### src/rtl/core/kvt_pkg.sv
`default_nettype none

package kvt_pkg;

	// Operation codes carried by the func field.
	typedef enum logic [1:0] {
		FN_PUT = 2'd0,
		FN_GET = 2'd1,
		FN_DEL = 2'd2
	} func_t;

	// Result codes carried by the status field.
	typedef enum logic [1:0] {
		ST_DONE = 2'd0,
		ST_HIT  = 2'd1,
		ST_MISS = 2'd2,
		ST_FULL = 2'd3
	} status_t;

	typedef struct packed {
		status_t status;
		logic    hit;
	} kvt_res_t;

	typedef struct packed {
		logic key_we;
		logic value_we;
	} kvt_ram_ctl_t;

endpackage

`default_nettype wire

### src/rtl/core/kvt_ram.sv
`default_nettype none

module kvt_ram #(
	parameter int WIDTH = 32,
	parameter int DEPTH = 8,
	localparam int ADDR_W = (DEPTH > 1) ? $clog2(DEPTH) : 1
) (
	input  wire logic              clk,
	input  wire logic              we,
	input  wire logic [ADDR_W-1:0] addr,
	input  wire logic [WIDTH-1:0]  wdata,
	output logic      [WIDTH-1:0]  rdata
);

	logic [WIDTH-1:0] mem [DEPTH];

	always_ff @(posedge clk) begin
		if (we) begin
			mem[addr] <= wdata;
		end
		rdata <= mem[addr];
	end

endmodule

`default_nettype wire

### src/rtl/core/kvt_seq.sv
`default_nettype none

module kvt_seq
	import kvt_pkg::*;
#(
	parameter int ENTRIES = 8,
	parameter int KEY_BITS = 32,
	parameter int VALUE_BITS = 32,
	localparam int IDX_W = (ENTRIES > 1) ? $clog2(ENTRIES) : 1
) (
	input  wire logic                  clk,
	input  wire logic                  arst_n,
	input  wire logic                  in_valid,
	output logic                       in_stall,
	input  wire logic [1:0]            func,
	input  wire logic [KEY_BITS-1:0]   key,
	input  wire logic [VALUE_BITS-1:0] value,
	output logic [IDX_W-1:0]           ram_addr,
	output kvt_ram_ctl_t               ram_ctl,
	output logic [KEY_BITS-1:0]        key_wdata,
	output logic [VALUE_BITS-1:0]      value_wdata,
	input  wire logic [KEY_BITS-1:0]   key_rdata,
	input  wire logic [VALUE_BITS-1:0] value_rdata,
	input  wire logic                  res_ready,
	output logic                       res_valid,
	output kvt_res_t                   res,
	output logic [VALUE_BITS-1:0]      res_value
);

	typedef enum logic [1:0] {
		S_IDLE,
		S_SCAN,
		S_FINISH
	} state_t;

	localparam logic [IDX_W-1:0] LAST = IDX_W'(ENTRIES - 1);

	state_t                 state_q;
	logic [ENTRIES-1:0]     valid_q;
	logic [IDX_W-1:0]       idx_q;
	logic                   issue_done_q;
	logic                   cmp_s1;
	logic [IDX_W-1:0]       cidx_s1;
	logic                   found_q;
	logic                   free_hit_q;
	logic [IDX_W-1:0]       slot_q;
	logic [IDX_W-1:0]       free_slot_q;
	logic [1:0]             func_q;
	logic [KEY_BITS-1:0]    key_q;
	logic [VALUE_BITS-1:0]  value_q;
	logic [VALUE_BITS-1:0]  found_value_q;
	logic                   match;
	logic                   del_hit;
	logic                   finish;

	assign in_stall = (state_q != S_IDLE);
	assign finish   = (state_q == S_FINISH) && res_ready;
	assign res_valid = finish;

	// The single comparator looks at the entry whose read was issued last cycle.
	assign match = cmp_s1 && valid_q[cidx_s1] && (key_rdata == key_q);

	assign key_wdata   = key_q;
	assign value_wdata = value_q;

	always_comb begin
		res       = '{status: ST_MISS, hit: 1'b0};
		res_value = '0;
		ram_ctl   = '0;
		del_hit   = 1'b0;
		case (func_q)
			FN_PUT: begin
				if (found_q) begin
					res = '{status: ST_HIT, hit: 1'b1};
					ram_ctl.value_we = finish;
				end else if (free_hit_q) begin
					res = '{status: ST_DONE, hit: 1'b0};
					ram_ctl.key_we   = finish;
					ram_ctl.value_we = finish;
				end else begin
					res = '{status: ST_FULL, hit: 1'b0};
				end
			end
			FN_GET: begin
				if (found_q) begin
					res       = '{status: ST_HIT, hit: 1'b1};
					res_value = found_value_q;
				end
			end
			FN_DEL: begin
				if (found_q) begin
					res     = '{status: ST_DONE, hit: 1'b1};
					del_hit = finish;
				end
			end
			default: begin
				res = '{status: ST_MISS, hit: 1'b0};
			end
		endcase
	end

	always_comb begin
		if (state_q == S_FINISH) begin
			ram_addr = found_q ? slot_q : free_slot_q;
		end else begin
			ram_addr = idx_q;
		end
	end

	always_ff @(posedge clk or negedge arst_n) begin
		if (!arst_n) begin
			state_q      <= S_IDLE;
			valid_q      <= '0;
			idx_q        <= '0;
			issue_done_q <= 1'b0;
			cmp_s1       <= 1'b0;
			found_q      <= 1'b0;
			free_hit_q   <= 1'b0;
		end else begin
			case (state_q)
				S_IDLE: begin
					if (in_valid) begin
						idx_q        <= '0;
						issue_done_q <= 1'b0;
						cmp_s1       <= 1'b0;
						found_q      <= 1'b0;
						free_hit_q   <= 1'b0;
						state_q      <= S_SCAN;
					end
				end
				S_SCAN: begin
					cmp_s1 <= !issue_done_q;
					if (!issue_done_q) begin
						if (idx_q == LAST) begin
							issue_done_q <= 1'b1;
						end else begin
							idx_q <= idx_q + 1'b1;
						end
					end
					if (match) begin
						found_q <= 1'b1;
						state_q <= S_FINISH;
					end else if (cmp_s1) begin
						if (!valid_q[cidx_s1] && !free_hit_q) begin
							free_hit_q <= 1'b1;
						end
						if (cidx_s1 == LAST) begin
							state_q <= S_FINISH;
						end
					end
				end
				S_FINISH: begin
					if (finish) begin
						if (ram_ctl.key_we) begin
							valid_q[free_slot_q] <= 1'b1;
						end
						if (del_hit) begin
							valid_q[slot_q] <= 1'b0;
						end
						state_q <= S_IDLE;
					end
				end
				default: begin
					state_q <= S_IDLE;
				end
			endcase
		end
	end

	always_ff @(posedge clk) begin
		if (state_q == S_IDLE && in_valid) begin
			func_q  <= func;
			key_q   <= key;
			value_q <= value;
		end
		cidx_s1 <= idx_q;
		if (state_q == S_SCAN) begin
			if (match) begin
				slot_q        <= cidx_s1;
				found_value_q <= value_rdata;
			end
			if (cmp_s1 && !valid_q[cidx_s1] && !free_hit_q) begin
				free_slot_q <= cidx_s1;
			end
		end
	end

`ifndef ASSERT_OFF
	a_insert_free: assert property (@(posedge clk) disable iff (!arst_n)
		ram_ctl.key_we |-> !valid_q[free_slot_q])
		else $error("insert targets an occupied slot");

	a_accept_scan: assert property (@(posedge clk) disable iff (!arst_n)
		(in_valid && !in_stall) |=> (state_q == S_SCAN) && !found_q && !free_hit_q)
		else $error("accepted item did not start a clean scan");

	a_scan_valid_stable: assert property (@(posedge clk) disable iff (!arst_n)
		(state_q == S_SCAN) |=> $stable(valid_q))
		else $error("valid bits changed during a scan");

	a_full_means_full: assert property (@(posedge clk) disable iff (!arst_n)
		(res_valid && res.status == ST_FULL) |-> (&valid_q))
		else $error("table full reported with a free slot");
`endif

endmodule

`default_nettype wire

### src/rtl/core/small_key_value_table_core.sv
// Channel   Direction  Handshake            Fields
// input     in         in_valid, in_stall   func, key, value
// output    out        out_valid, out_stall status, hit, value_out
//
// One item is accepted only while the sequencer is idle; the scan through the
// key RAM checks one entry per cycle with a single comparator and stops at the
// first match, or after the last entry when no key matches.
// Reset clears all valid bits at once; the key and value RAMs need no clearing.
// A result waits in the output register; a stalled output holds the finish step.

`default_nettype none

module small_key_value_table_core
	import kvt_pkg::*;
#(
	parameter int ENTRIES = 8,
	parameter int KEY_BITS = 32,
	parameter int VALUE_BITS = 32
) (
	input  wire logic                  clk,
	input  wire logic                  arst_n,
	input  wire logic                  in_valid,
	output logic                       in_stall,
	input  wire logic [1:0]            func,
	input  wire logic [KEY_BITS-1:0]   key,
	input  wire logic [VALUE_BITS-1:0] value,
	output logic                       out_valid,
	input  wire logic                  out_stall,
	output logic [1:0]                 status,
	output logic                       hit,
	output logic [VALUE_BITS-1:0]      value_out
);

	localparam int IDX_W = (ENTRIES > 1) ? $clog2(ENTRIES) : 1;

	logic [IDX_W-1:0]      ram_addr;
	kvt_ram_ctl_t          ram_ctl;
	logic [KEY_BITS-1:0]   key_wdata;
	logic [VALUE_BITS-1:0] value_wdata;
	logic [KEY_BITS-1:0]   key_rdata;
	logic [VALUE_BITS-1:0] value_rdata;
	logic                  res_ready;
	logic                  res_valid;
	kvt_res_t              res;
	logic [VALUE_BITS-1:0] res_value;
	logic                  out_valid_q;
	kvt_res_t              res_q;
	logic [VALUE_BITS-1:0] value_out_q;

	kvt_ram #(
		.WIDTH (KEY_BITS),
		.DEPTH (ENTRIES)
	) u_key_ram (
		.clk   (clk),
		.we    (ram_ctl.key_we),
		.addr  (ram_addr),
		.wdata (key_wdata),
		.rdata (key_rdata)
	);

	kvt_ram #(
		.WIDTH (VALUE_BITS),
		.DEPTH (ENTRIES)
	) u_value_ram (
		.clk   (clk),
		.we    (ram_ctl.value_we),
		.addr  (ram_addr),
		.wdata (value_wdata),
		.rdata (value_rdata)
	);

	kvt_seq #(
		.ENTRIES    (ENTRIES),
		.KEY_BITS   (KEY_BITS),
		.VALUE_BITS (VALUE_BITS)
	) u_seq (
		.clk         (clk),
		.arst_n      (arst_n),
		.in_valid    (in_valid),
		.in_stall    (in_stall),
		.func        (func),
		.key         (key),
		.value       (value),
		.ram_addr    (ram_addr),
		.ram_ctl     (ram_ctl),
		.key_wdata   (key_wdata),
		.value_wdata (value_wdata),
		.key_rdata   (key_rdata),
		.value_rdata (value_rdata),
		.res_ready   (res_ready),
		.res_valid   (res_valid),
		.res         (res),
		.res_value   (res_value)
	);

	// The output register takes a new item when empty or when its item leaves.
	assign res_ready = !out_valid_q || !out_stall;

	always_ff @(posedge clk or negedge arst_n) begin
		if (!arst_n) begin
			out_valid_q <= 1'b0;
		end else if (res_valid) begin
			out_valid_q <= 1'b1;
		end else if (!out_stall) begin
			out_valid_q <= 1'b0;
		end
	end

	always_ff @(posedge clk) begin
		if (res_valid) begin
			res_q       <= res;
			value_out_q <= res_value;
		end
	end

	assign out_valid = out_valid_q;
	assign status    = res_q.status;
	assign hit       = res_q.hit;
	assign value_out = value_out_q;

endmodule

`default_nettype wire

### config.mk
export PLATFORM = sky130hd
export DESIGN_NAME = small_key_value_table_core
export DESIGN_NICKNAME = d
export VERILOG_FILES = /design/src/rtl/core/kvt_pkg.sv /design/src/rtl/core/kvt_ram.sv /design/src/rtl/core/kvt_seq.sv /design/src/rtl/core/small_key_value_table_core.sv
export SDC_FILE = /design/constraint.sdc
export NUM_CORES = 1
export LEC_CHECK = 0
export ABC_AREA = 1
export BUFFER_PORTS_ARGS = -buffer_cell sky130_fd_sc_hd__buf_2
export CORE_MARGIN = 2
export CORE_UTILIZATION = 55
export CTS_BUF_LIST = sky130_fd_sc_hd__clkbuf_4 sky130_fd_sc_hd__clkbuf_8 sky130_fd_sc_hd__clkbuf_16
export DETAILED_ROUTE_END_ITERATION = 8
export PLACE_DENSITY = 0.75
export SLEW_MARGIN = 20
export SYNTH_ARGS = -nofsm -noshare
export SYNTH_HDL_FRONTEND = slang
export SYNTH_SLANG_ARGS = --single-unit
### constraint.sdc
create_clock -name clk -period 4.2 [get_ports clk]
set_clock_uncertainty 0.15 [all_clocks]
set_input_delay 0.84 -clock clk [delete_from_list [all_inputs] [get_ports clk]]
set_output_delay 0.84 -clock clk [all_outputs]
set_load 0.01 [all_outputs]
Word-level counts from Yosys, hierarchy flattened
Memory sizes are Yosys's and may differ from the RTL's. A register that Yosys moved wholly into a read port is not among the register bits.
Index checks and enable logic that the tools add are counted.
W data, S select, Z words.

storage, ports and cells
  memories kept = 2
  register bits = 160
  input bits = 70
  memory bits (writable) = 512
  output and inout bits = 37

cells by class
  bitwise operators = 3
  magnitude comparators = 5
  eq/ne operators = 18
  multiplexer cells = 50
  add/sub/neg operators = 1
  reductions and logical operators = 28

memories
  name             words  width  read ports  clocked after memory_dff  write ports  RTL line       text
  u_key_ram.mem    8      32     1           1                         1            kvt_ram.sv:15  logic [WIDTH-1:0] mem [DEPTH];
  u_value_ram.mem  8      32     1           1                         1            kvt_ram.sv:15

operators by type and width
  cell                  number
  $eq A32 B32 Y1        1
  $mux W8               4
  $mux W3               9
  $mux W1               20
  $mux W2               7
  $lt A3 B4 Y1 const B  3
  $ne A2 B2 Y1 const B  5
  $reduce_and A2 Y1     5
  $logic_and A1 B1 Y1   9
  $pmux W3 S3           1
  $and A8 B8 Y8         1
  $ne A2 B1 Y1 const B  4
  $not A8 Y8            1
  $or A8 B8 Y8          1
  $pmux W1 S2           4
  $reduce_and A4 Y1     2
  $demux W1 S3          2
  $eq A3 B3 Y1 const B  2
  $ge A3 B1 Y1 const B  2
  $ne A3 B1 Y1 const B  2
  $pmux W2 S3           1
  $pmux W3 S2           1
  $logic_not A1 Y1      5
  $reduce_and A5 Y1     1
  8 further kinds       12

Depth between registers and ports, before layout
Gate-level depths: netlist (run 1).

  depth after elaboration = 11
  gate-level depth with buffers = 12
  mapped depth without buffers = 12

By module
A second synthesis (run 1) with hierarchy kept.

second synthesis, totals
  cells, all modules = 2709
  area total of the unflattened synthesis = 29331.9 µm²

by module, submodules not included
  module                      cells an instance  area an instance (µm²)  times used
  kvt_ram                     1084               11472.3                 2
  kvt_seq                     502                5295.1                  1
  small_key_value_table_core  39                 1092.3                  1

Worst setup path after synthesis (run 1)
Ideal clock, no wire load.

  kind = input-to-reg
  start point = in in_valid
  end point = reg u_seq.idx_q[2]
  path buffers = 0
  stages on the path = 7
  setup time = 0.127 ns
  data required time = 3.923 ns
  path slack = -0.474 ns
  arrival = 4.398 ns
  path through = inv_1 nor2_1 inv_1 nand2_1 nand2_1 inv_1 o21ai_0

on the way
  word-level cells in the longest chain between the ends = 2

ends and longest elaborated chain
  item                                RTL line                          text
  start: declaration                  small_key_value_table_core.sv:22  input wire logic in_valid,
  $ne A2 B2 Y1 (no source line)       n/a
  $reduce_and A4 Y1 (no source line)  n/a
  end signal: assignment              kvt_seq.sv:137                    idx_q <= idx_q + 1'b1;
  end: declaration                    kvt_seq.sv:40                     logic [IDX_W-1:0] idx_q;

Every way passes these cells.
A chain may end at the register's enable or synchronous reset.

Worst setup path after layout (run 1)
  start point = reg u_seq.state_q[0]
  end point = mem u_value_ram.mem[5][28], enable pin

on the way
  word-level cells in the longest chain between the ends = 7
  elaborated cells on any way between the ends = 8

ends and longest elaborated chain
  item                           RTL line                       text
  start: declaration             kvt_seq.sv:38                  state_t state_q;
  start signal: assignment       kvt_seq.sv:112                 state_q <= S_IDLE;
  start signal: assignment       kvt_seq.sv:128                 state_q <= S_SCAN;
  start signal: assignment       kvt_seq.sv:142                 state_q <= S_FINISH;
  $eq A2 B2 Y1 (*)               kvt_seq.sv:57, kvt_seq.sv:103
  $logic_and A1 B1 Y1            kvt_seq.sv:57                  assign finish = (state_q == S_FINISH) && res_ready;
  $mux W2                        kvt_seq.sv:76                  end else if (free_hit_q) begin
  $mux W1                        kvt_seq.sv:73                  if (found_q) begin
  $mux W2                        kvt_seq.sv:71                  case (func_q)
  $mux W1                        kvt_ram.sv:18                  if (we) begin
  $mux W1 (not written as such)  kvt_ram.sv:19                  mem[addr] <= wdata;
  end: declaration               kvt_ram.sv:15

Mark *: on every way between the ends. The rest lies on a longest branch, timed or not.

==> results.yml, run 1 <==
outcome:
  status: "complete, no violations"
yosys:
  yosys.area.top_type: "edfxtp_1"
  yosysMostFrequentCell: "edfxtp_1"
  synth_area_sq_um: 27970
  synth_commonest_cells: "edfxtp_1, inv_1, o22ai_1"
  synthTopCellsByArea: "edfxtp_1, inv_1, o22ai_1"
  netlist_instances: 2193
  synth-edff-count: 651
  async_flop_share_pct: 2.446
  synth_fp_nets: 2265
  synth_top_area_share_pct: 69.90
  synth-seq-cells: 736
  synth.avg_cell_area_sq_um: 12.75
  yosysWarningCount: 0
  seq_area_frac_synth_pct: 76.30
  synthFlopType: "edfxtp_1"
  ys_types: 37
global_route:
  grt_use_total_pct: 23.63
  grt_max_degree: 57
  antenna_found_initial: 0
  grt_pass1_wl_microns: 94390
  grt_overflow_total: 0
  grt_pass1_vias: 16970
sta:
  setup_violations: 0
  hold_viol: 0
  final.period_utilization_pct: 76.93
  slew_headroom_pct: 38.09
  worstMarginPinSlew_ps: 926.4
  tns_ps: 0
  fin_crit_ps: 3231
  rsz0062_at_grt: "no"
  timing.final.max_slew_violations: 0
  fmax_mhz: 309.5
power_and_ir_drop:
  seq_power_share_pct: 54.2
  pwr-share-clk_pct: 45.6
  p_leak_nw: 13.34
  power_density_nw_per_um2: 454.6
  combPwrFrac_pct: 0.3
  ir_drop_uv: 327.2
  p_sw_w: 0.002796
  switching_share_pct: 19.28
  p_int_w: 0.01171
routing:
  drtIter0Drc: 2004
  num_vias: 16540
  drt_first_pass_iters: 5
  met1_length_microns: 24710
  wl_met3_microns: 4653
  wl_per_cell_microns: 19.85
  ant_nets: 0
  route.met2.wl_microns: 29780
  viasPerCell: 5.361
  topRoutingLayerUsed: "met4"
  drcViolationCount: 0
  totalWireLength_microns: 61260
critical_path:
  critical_path_class: "reg2reg"
  ff2ff_path_depth: 8
  endpoint: "u_value_ram.mem[5][28]"
  reg2reg_to: "u_value_ram.mem[5][28]"
  reg2reg_from: "u_seq.state_q[0]"
  crit_path_start_kind: "register"
  arrival_ps: 3400
  crit_start: "u_seq.state_q[0]"
  rrSetupSlack_ps: 970
  critPathMaxFanout: 21
  critPathRequiredTime_ps: 4370
  cp-end-kind: "register"
clock_network:
  cts.repair.resized: 0
  path_clk_slew_ps: 60
  clock_path_buffers: 3
  cts_tree: "yes"
  numClockSinks: 736
  cts_made_buffers: 74
  htree_levels: 3
  clock_latency_ps: 630
  cts_root_buf: "clkbuf_16"
  cts_hold_buffers: 0
  postCtsSetupBuffers: 0
die:
  fp.dieArea_sq_um: 52670
  rows: 82
  die_height_microns: 229.5
  core_sq_um: 50170
  start_util_pct: 55.75
  die_w_microns: 229.5
  ios: 107
placed_design:
  finalWeightedCongestion: 0.8435
  dp_hpwl_microns: 35090
  io_buffers: 106
job:
  drv_cap: 0
layout:
  nets: 2424
  post-route-util_pct: 63.59
  n_antenna_cell: 0
  drive_gt1_share_pct: 13.01
  area_delta_synth_final_pct: 14.07
hold_path:
  hp-class: "in2async"
-- cell usage in the layout, fill, tap and decap left out, types with 9 or more instances in the layout --
cell / instances
clkbuf_4: 21
nor2_1: 192
dfxtp_1: 67
dfrtp_1: 18
nand3_1: 23
buf_4: 31
o22ai_1: 258
clkinv_2: 11
o21ai_0: 13
edfxtp_1: 651
nand2_1: 190
nor2_4: 19
clkbuf_16: 74
inv_1: 639
clkinv_1: 10
nand3_2: 9
buf_2: 106
-- sequential cells by signal, indices dropped and copies added (netlist names), 3 cells and up --
register	flops
u_seq.cidx_s1	3
u_seq.free_slot_q	3
value_out	32
u_key_ram.mem	256
u_key_ram.rdata	32
u_value_ram.rdata	32
u_value_ram.mem	256
u_seq.key_wdata	32
u_seq.value_wdata	32
u_seq.idx_q	3
u_seq.slot_q	3
u_seq.found_value_q	32
u_seq.valid_q	8
-- cells by family after synthesis --
kind of cell | count (synthesis) | synth area share, %
flops | 736 | 76.30
buf+inv | 704 | 10.20
simple gates | 454 | 6.599
compound gates | 290 | 6.585
xor+xnor | 7 | 0.2192
fa+ha+maj | 2 | 0.08946
-- area by class of cell --
type	count	area [sq um]
sequential	736	21340
fill	3506	18270
multi-input combinational	753	3924
inverter	643	2414
clock buffer	103	2120
timing repair buffer	144	903.4
tap	672	840.8
clock inverter	35	361.6
-- worst min-delay path by stage --
stage | to | from | slack, ps | cells past startpoint
after CTS | u_seq.found_q | arst_n | 6 | 1
after global routing | u_seq.valid_q[3] | arst_n | 30 | 1
after floorplan | u_seq.cidx_s1[1] | u_seq.idx_q[1] | 220 | 0
final | u_seq.cmp_s1 | arst_n | 10 | 1
after global placement | u_seq.cidx_s1[0] | u_seq.idx_q[0] | 230 | 0
after detailed placement | u_seq.found_value_q[13] | u_value_ram.rdata[13] | 240 | 0
-- metrics by stage --
stage / setup slack (ps) / power [W] / instance area [sq um] / std cells / hold WS [ps]
after floorplan: 55.69 / 0.008013 / 27970 / 2193 / 221.0
after global placement: 957.0 / 0.008050 / 29410 / 2948 / 229.7
after detailed placement: 894.8 / 0.008051 / 29410 / 2948 / 238.7
after CTS: 974.4 / 0.01459 / 31890 / 3086 / 5.943
after global routing: 748.6 / 0.01490 / 31900 / 3086 / 34.46
final: 968.8 / 0.01450 / 31900 / 3086 / 10.61
-- worst max-delay path: stages, from the launching register on --
cell and delay (ps):
dfrtp_1 420, nor2_4 350, inv_1 130, nand2_1 110, nand2_2 120, inv_2 130, nand3_2 530, nor2_4 720
buf_12 250
-- routing by layer --
layer | vias to the layer above | track usage, %
li1 | 7582 | -
met1 | 8035 | 30.96
met2 | 772 | 38.66
met3 | 155 | 4.345
met4 | 0 | 10.86
met5 | - | 0
-- power by group through the flow --
stage / Clock, W / Sequential [W] / Combinational (W)
6_report: 0.00661 / 0.00786 / 0.0000394
5_1_grt: 0.00701 / 0.00785 / 0.0000444
4_1_cts: 0.00670 / 0.00786 / 0.0000403
3_5_place_dp: 0 / 0.00801 / 0.0000398
3_3_place_gp: 0 / 0.00801 / 0.0000387
2_1_floorplan: 0 / 0.00801 / 0.00000106
Note: power is estimated with default switching activity, not from simulation.
==> run 2, diff against run 1 <==
Clock period 4.2 ns to 2.7 ns, I/O delays scaled along.
==> run 2 against run 1 <==
Non-clock buffer count rose by 104; fmax increased by 29%; design area grew 3.6%; total power up 55%; via count up 1.3%; first-iteration DRC count fell by 8.8%; register-to-register slack got worse by 780 ps; critical path depth is 3 higher; critical endpoint is now u_value_ram.rdata[9]; highest routed layer unchanged.
==> results.yml, run 2 (same netlist as run 1, synthesis figures left out) <==
hold_path:
  holdCritStartpoint: "out_stall"
  hp-class: "in2reg"
layout:
  drive_gt1_share_pct: 13.72
  final_area_sq_um: 33050
  nets: 2524
  final_cell_mix: "edfxtp_1, inv_1, o22ai_1"
  post-route-util_pct: 65.87
  reg_top3: "u_key_ram.mem (256), u_value_ram.mem (256)"
  mostFrequentLayoutCell: "edfxtp_1"
  n_antenna_cell: 0
  area_delta_synth_final_pct: 18.16
power_and_ir_drop:
  p_int_w: 0.01838
  combPwrFrac_pct: 0.6
  seq_power_share_pct: 54.3
  p_leak_nw: 13.86
  pwr-share-clk_pct: 45.1
  power_density_nw_per_um2: 681.2
  switching_share_pct: 18.35
  ir_drop_uv: 427.0
  p_sw_w: 0.004131
sta:
  setup_ws_ps: 192.2
  tns_ps: 0
  rsz0062_at_grt: "no"
  final.period_utilization_pct: 92.88
  setup_violations: 0
  timing.hold.ws_ps: 85.66
  hold_viol: 0
  timing.final.max_slew_violations: 0
  fmax_mhz: 398.8
  slew_headroom_pct: 53.50
  worstMarginPinSlew_ps: 697.5
  fin_crit_ps: 2508
critical_path:
  max_stage_delay_ps: 560
  crit_path_start_kind: "register"
  crit_family: "buffers and inverters"
  reg2reg_from: "u_seq.found_q"
  critPathRequiredTime_ps: 3030
  crit_top_cell: "nand2_1"
  arrival_ps: 2840
  critical_path_class: "reg2reg"
  crit_start: "u_seq.found_q"
  critPathMaxFanout: 32
  crit_slowest_cell: "dfrtp_1"
  cp-end-kind: "register"
  worstPathCellList: "inv_2 -> nand2_1 -> nand2_2 -> nand2_1 -> o21ai_2 -> nand3_2 -> buf_12 -> buf_4 -> o22ai_1 -> nor2_1 -> nand2_1"
  path_buf_inv: 3
routing:
  num_vias: 16750
  ant_nets: 0
  viasPerCell: 5.269
  wl_per_cell_microns: 19.23
  drcViolationCount: 0
  drt_first_pass_iters: 6
  totalWireLength_microns: 61160
  drtIter0Drc: 1827
global_route:
  grt_overflow_total: 0
  antenna_found_initial: 1
  grt_max_degree: 42
  grt_pass1_vias: 17160
  grt_pass1_wl_microns: 94160
  grt_use_total_pct: 23.54
clock_network:
  clock_path_buffers: 3
  cts_tree: "yes"
  htree_levels: 3
  path_clk_slew_ps: 60
  clock_latency_ps: 610
  numClockSinks: 736
  cts_made_buffers: 70
  cts_root_buf: "clkbuf_16"
die:
  start_util_pct: 55.75
  core_sq_um: 50170
  die_height_microns: 229.5
  ios: 107
  fp.dieArea_sq_um: 52670
  rows: 82
  die_w_microns: 229.5
placed_design:
  io_buffers: 106
  finalWeightedCongestion: 0.8320
  placed_cell_area_sq_um: 29950
  preCtsSetupSlack_ps: 98.76
  dp_hpwl_microns: 35130
outcome:
  status: "complete, no violations"
job:
  drv_cap: 0
## run 2: changes by cell type in the layout (fill, tap and decap cells not counted), sizes merged
cell	change
buf	+37
bufinv	+5
clkinv	-2
clkbuf	-13
dlygate4sd3	+67
## run 2: layout make-up
| class | count | area, sq um |
|---|---|---|
| sequential | 736 | 21340 |
| fill | 3388 | 17120 |
| multi-input combinational | 753 | 3929 |
| inverter | 643 | 2417 |
| timing repair buffer | 248 | 2102 |
| clock buffer | 90 | 1974 |
| tap | 672 | 840.8 |
| clock inverter | 38 | 442.9 |
## run 2: worst paths after layout
kind                                     endpoint  slack (ps)  cells past startpoint
max                          u_value_ram.rdata[9]         190                     11
min                                     out_valid          90                      3
max reg2reg                  u_value_ram.rdata[9]         190                     11
min reg2reg                u_seq.found_value_q[7]         250                      0
max in group asynchronous        u_seq.state_q[0]        1810                      2
min in group asynchronous          u_seq.idx_q[1]         280                      2
## run 2: layer usage
metal / vias to the layer above / GRT usage [%] / wire length, microns
met2: 825 / 38.76 / 29410
met5: - / 0 / 0
met4: 0 / 9.314 / 1664
met1: 8003 / 31.45 / 24660
li1: 7786 / - / -
met3: 140 / 4.046 / 5429
## run 2: worst reg2reg max path: cells and delay by family (launching register included)
kind	cells	cell delay, ps
compound gates	2	230
buf+inv	3	760
flops	1	560
simple gates	6	700
## run 2: metrics by stage
| stage | power, W | cells |
|---|---|---|
| after floorplan | 0.01246 | 2193 |
| after global placement | 0.01252 | 2985 |
| after detailed placement | 0.01252 | 2985 |
| after CTS | 0.02260 | 3180 |
| after global routing | 0.02307 | 3180 |
| final | 0.02251 | 3180 |
## run 2: power groups by stage
| stage | Sequential [W] | Clock [W] | Combinational (W) |
|---|---|---|---|
| floorplan | 0.0125 | 0 | 0.00000194 |
| global route | 0.0122 | 0.0107 | 0.000149 |
| global placement | 0.0125 | 0 | 0.0000599 |
| detailed placement | 0.0125 | 0 | 0.0000610 |
| finish | 0.0122 | 0.0102 | 0.000137 |
| CTS | 0.0122 | 0.0102 | 0.000137 |
## run 2: repair_timing
| action | in CTS | in global routing |
|---|---|---|
| setup endpoints to repair | 0 | 236 |
| resized for setup | 0 | 1 |
| hold endpoints to repair | 84 | 0 |
| hold buffers | 67 | 0 |
| setup buffers | 0 | 0 |
==> run 3, diff against run 2 <==
Settings changed: PLACE_DENSITY 0.75 to 0.81.
==> run 3 against run 2 <==
Worst hold slack got worse by 54 ps; clock power grew 5%; sequential cell count stayed put; global-route usage increased by 1.5 points.
==> results.yml, run 3 (same netlist as run 1, synthesis figures left out) <==
placed_design:
  dp_hpwl_microns: 37030
  io_buffers: 106
  preCtsSetupSlack_ps: 82.72
  finalWeightedCongestion: 0.9223
critical_path:
  reg2reg_to: "u_key_ram.rdata[31]"
  critPathMaxFanout: 20
  reg2reg_from: "u_seq.found_q"
  critPathRequiredTime_ps: 3030
  endpoint: "u_key_ram.rdata[31]"
  rrSetupSlack_ps: 190
  crit_path_start_kind: "register"
  cp-end-kind: "register"
  critical_path_class: "reg2reg"
  crit_start: "u_seq.found_q"
  ff2ff_path_depth: 10
  arrival_ps: 2830
clock_network:
  cts_tree: "yes"
  numClockSinks: 736
  path_clk_slew_ps: 70
  postCtsSetupBuffers: 0
  cts_made_buffers: 73
  htree_levels: 3
  clock_path_buffers: 3
  clock_latency_ps: 610
  cts_root_buf: "clkbuf_16"
layout:
  reg_top3: "u_key_ram.mem (256), u_value_ram.mem (256)"
  final_cell_mix: "edfxtp_1, inv_1, o22ai_1"
  nFillCells: 3311
  seq_area_sq_um: 21340
  area_delta_synth_final_pct: 18.25
  mostFrequentLayoutCell: "edfxtp_1"
  multi_input_area_sq_um: 3929
  nets: 2522
  n_antenna_cell: 0
  drive_gt1_share_pct: 13.80
die:
  start_util_pct: 55.75
  rows: 82
  core_sq_um: 50170
  die_w_microns: 229.5
  ios: 107
  die_height_microns: 229.5
  fp.dieArea_sq_um: 52670
global_route:
  grt_pass1_wl_microns: 99660
  grt_pass1_vias: 18160
  grt_max_degree: 45
  antenna_found_initial: 0
  grt_use_total_pct: 25.02
  grt_overflow_total: 0
routing:
  drt_first_pass_iters: 7
  drtIter0Drc: 1812
  num_vias: 17390
  wl_per_cell_microns: 20.69
  drcViolationCount: 0
  viasPerCell: 5.467
  ant_nets: 0
  totalWireLength_microns: 65800
sta:
  timing.final.max_slew_violations: 0
  slew_headroom_pct: 36.50
  worstMarginPinSlew_ps: 952.6
  final.period_utilization_pct: 92.83
  tns_ps: 0
  hold_viol: 0
  setup_ws_ps: 193.5
  setup_violations: 0
  fin_crit_ps: 2506
  fmax_mhz: 399.0
  rsz0062_at_grt: "no"
outcome:
  status: "complete, no violations"
power_and_ir_drop:
  p_leak_nw: 13.86
  ir_drop_uv: 588.3
  power_density_nw_per_um2: 698.2
hold_path:
  hp-class: "in2reg"
job:
  drv_cap: 0
[run 3: cell types whose count changed in the layout (fill, tap and decap cells not counted), moves of 3 or more]
cell	delta
clkbuf_8	+3
inv_6	-4
buf_4	+3
clkbuf_16	+3
buf_12	-8
[run 3: metrics by stage]
stage | power (W) | cells | hold WS [ps] | util (%) | cell area [sq um]
final | 0.02309 | 3180 | 32.00 | 65.92 | 33070
after global routing | 0.02360 | 3180 | 15.63 | 65.92 | 33070
after CTS | 0.02318 | 3180 | 7.266 | 65.91 | 33070
after detailed placement | 0.01252 | 2981 | 238.7 | 59.45 | 29830
after global placement | 0.01252 | 2981 | 236.0 | 59.45 | 29830
after floorplan | 0.01246 | 2193 | 94.41 | - | 28120
[run 3: repair_timing]
item                                    in CTS  in global routing
resized for setup                            0                  1
endpoints found under the setup margin       0                  1
hold buffers                                66                  0
endpoints found under the hold margin       83                  0
[run 3: worst min path at each step]
stage / startpoint / endpoint / slack, ps / cells after the start
after detailed placement: u_value_ram.rdata[11] / u_seq.found_value_q[11] / 240 / 0
after global routing: key[4] / u_seq.key_wdata[4] / 20 / 1
after floorplan: arst_n / out_valid / 90 / 0
after CTS: key[4] / u_seq.key_wdata[4] / 7 / 1
final: key[4] / u_seq.key_wdata[4] / 30 / 1
after global placement: u_value_ram.rdata[26] / u_seq.found_value_q[26] / 240 / 0
[run 3: cell type report]
class | instances | area share, %
clock buffer | 97 | 6.344
clock inverter | 36 | 1.457
inverter | 643 | 7.309
multi-input combinational | 753 | 11.88
sequential | 736 | 64.53
tap | 672 | 2.542
timing repair buffer | 243 | 5.943
[run 3: report_power, final]
group          internal (W)  switching, W
sequential           0.0122   0.000000487
clock               0.00647       0.00427
combinational     0.0000972     0.0000381
[run 3: routing by layer]
metal  vias to the layer above  part of all wire (%)  global-route usage (%)
li1                       7779                     -                       -
met5                         -                     0                       0
met3                       189                   9.7                   4.781
met2                      1035                    50                   42.46
met1                      8383                    37                   31.37
met4                         0                   3.5                   11.16
[run 3: worst max-delay path: stages (launching register included)]
cell and delay, ps:
dfrtp_1 570, inv_2 160, nand2_1 110, nand3_2 80
nand2_2 160, inv_2 90, nand3_2 260, buf_4 380
o22ai_1 150, nor2_1 170, nand2_1 100
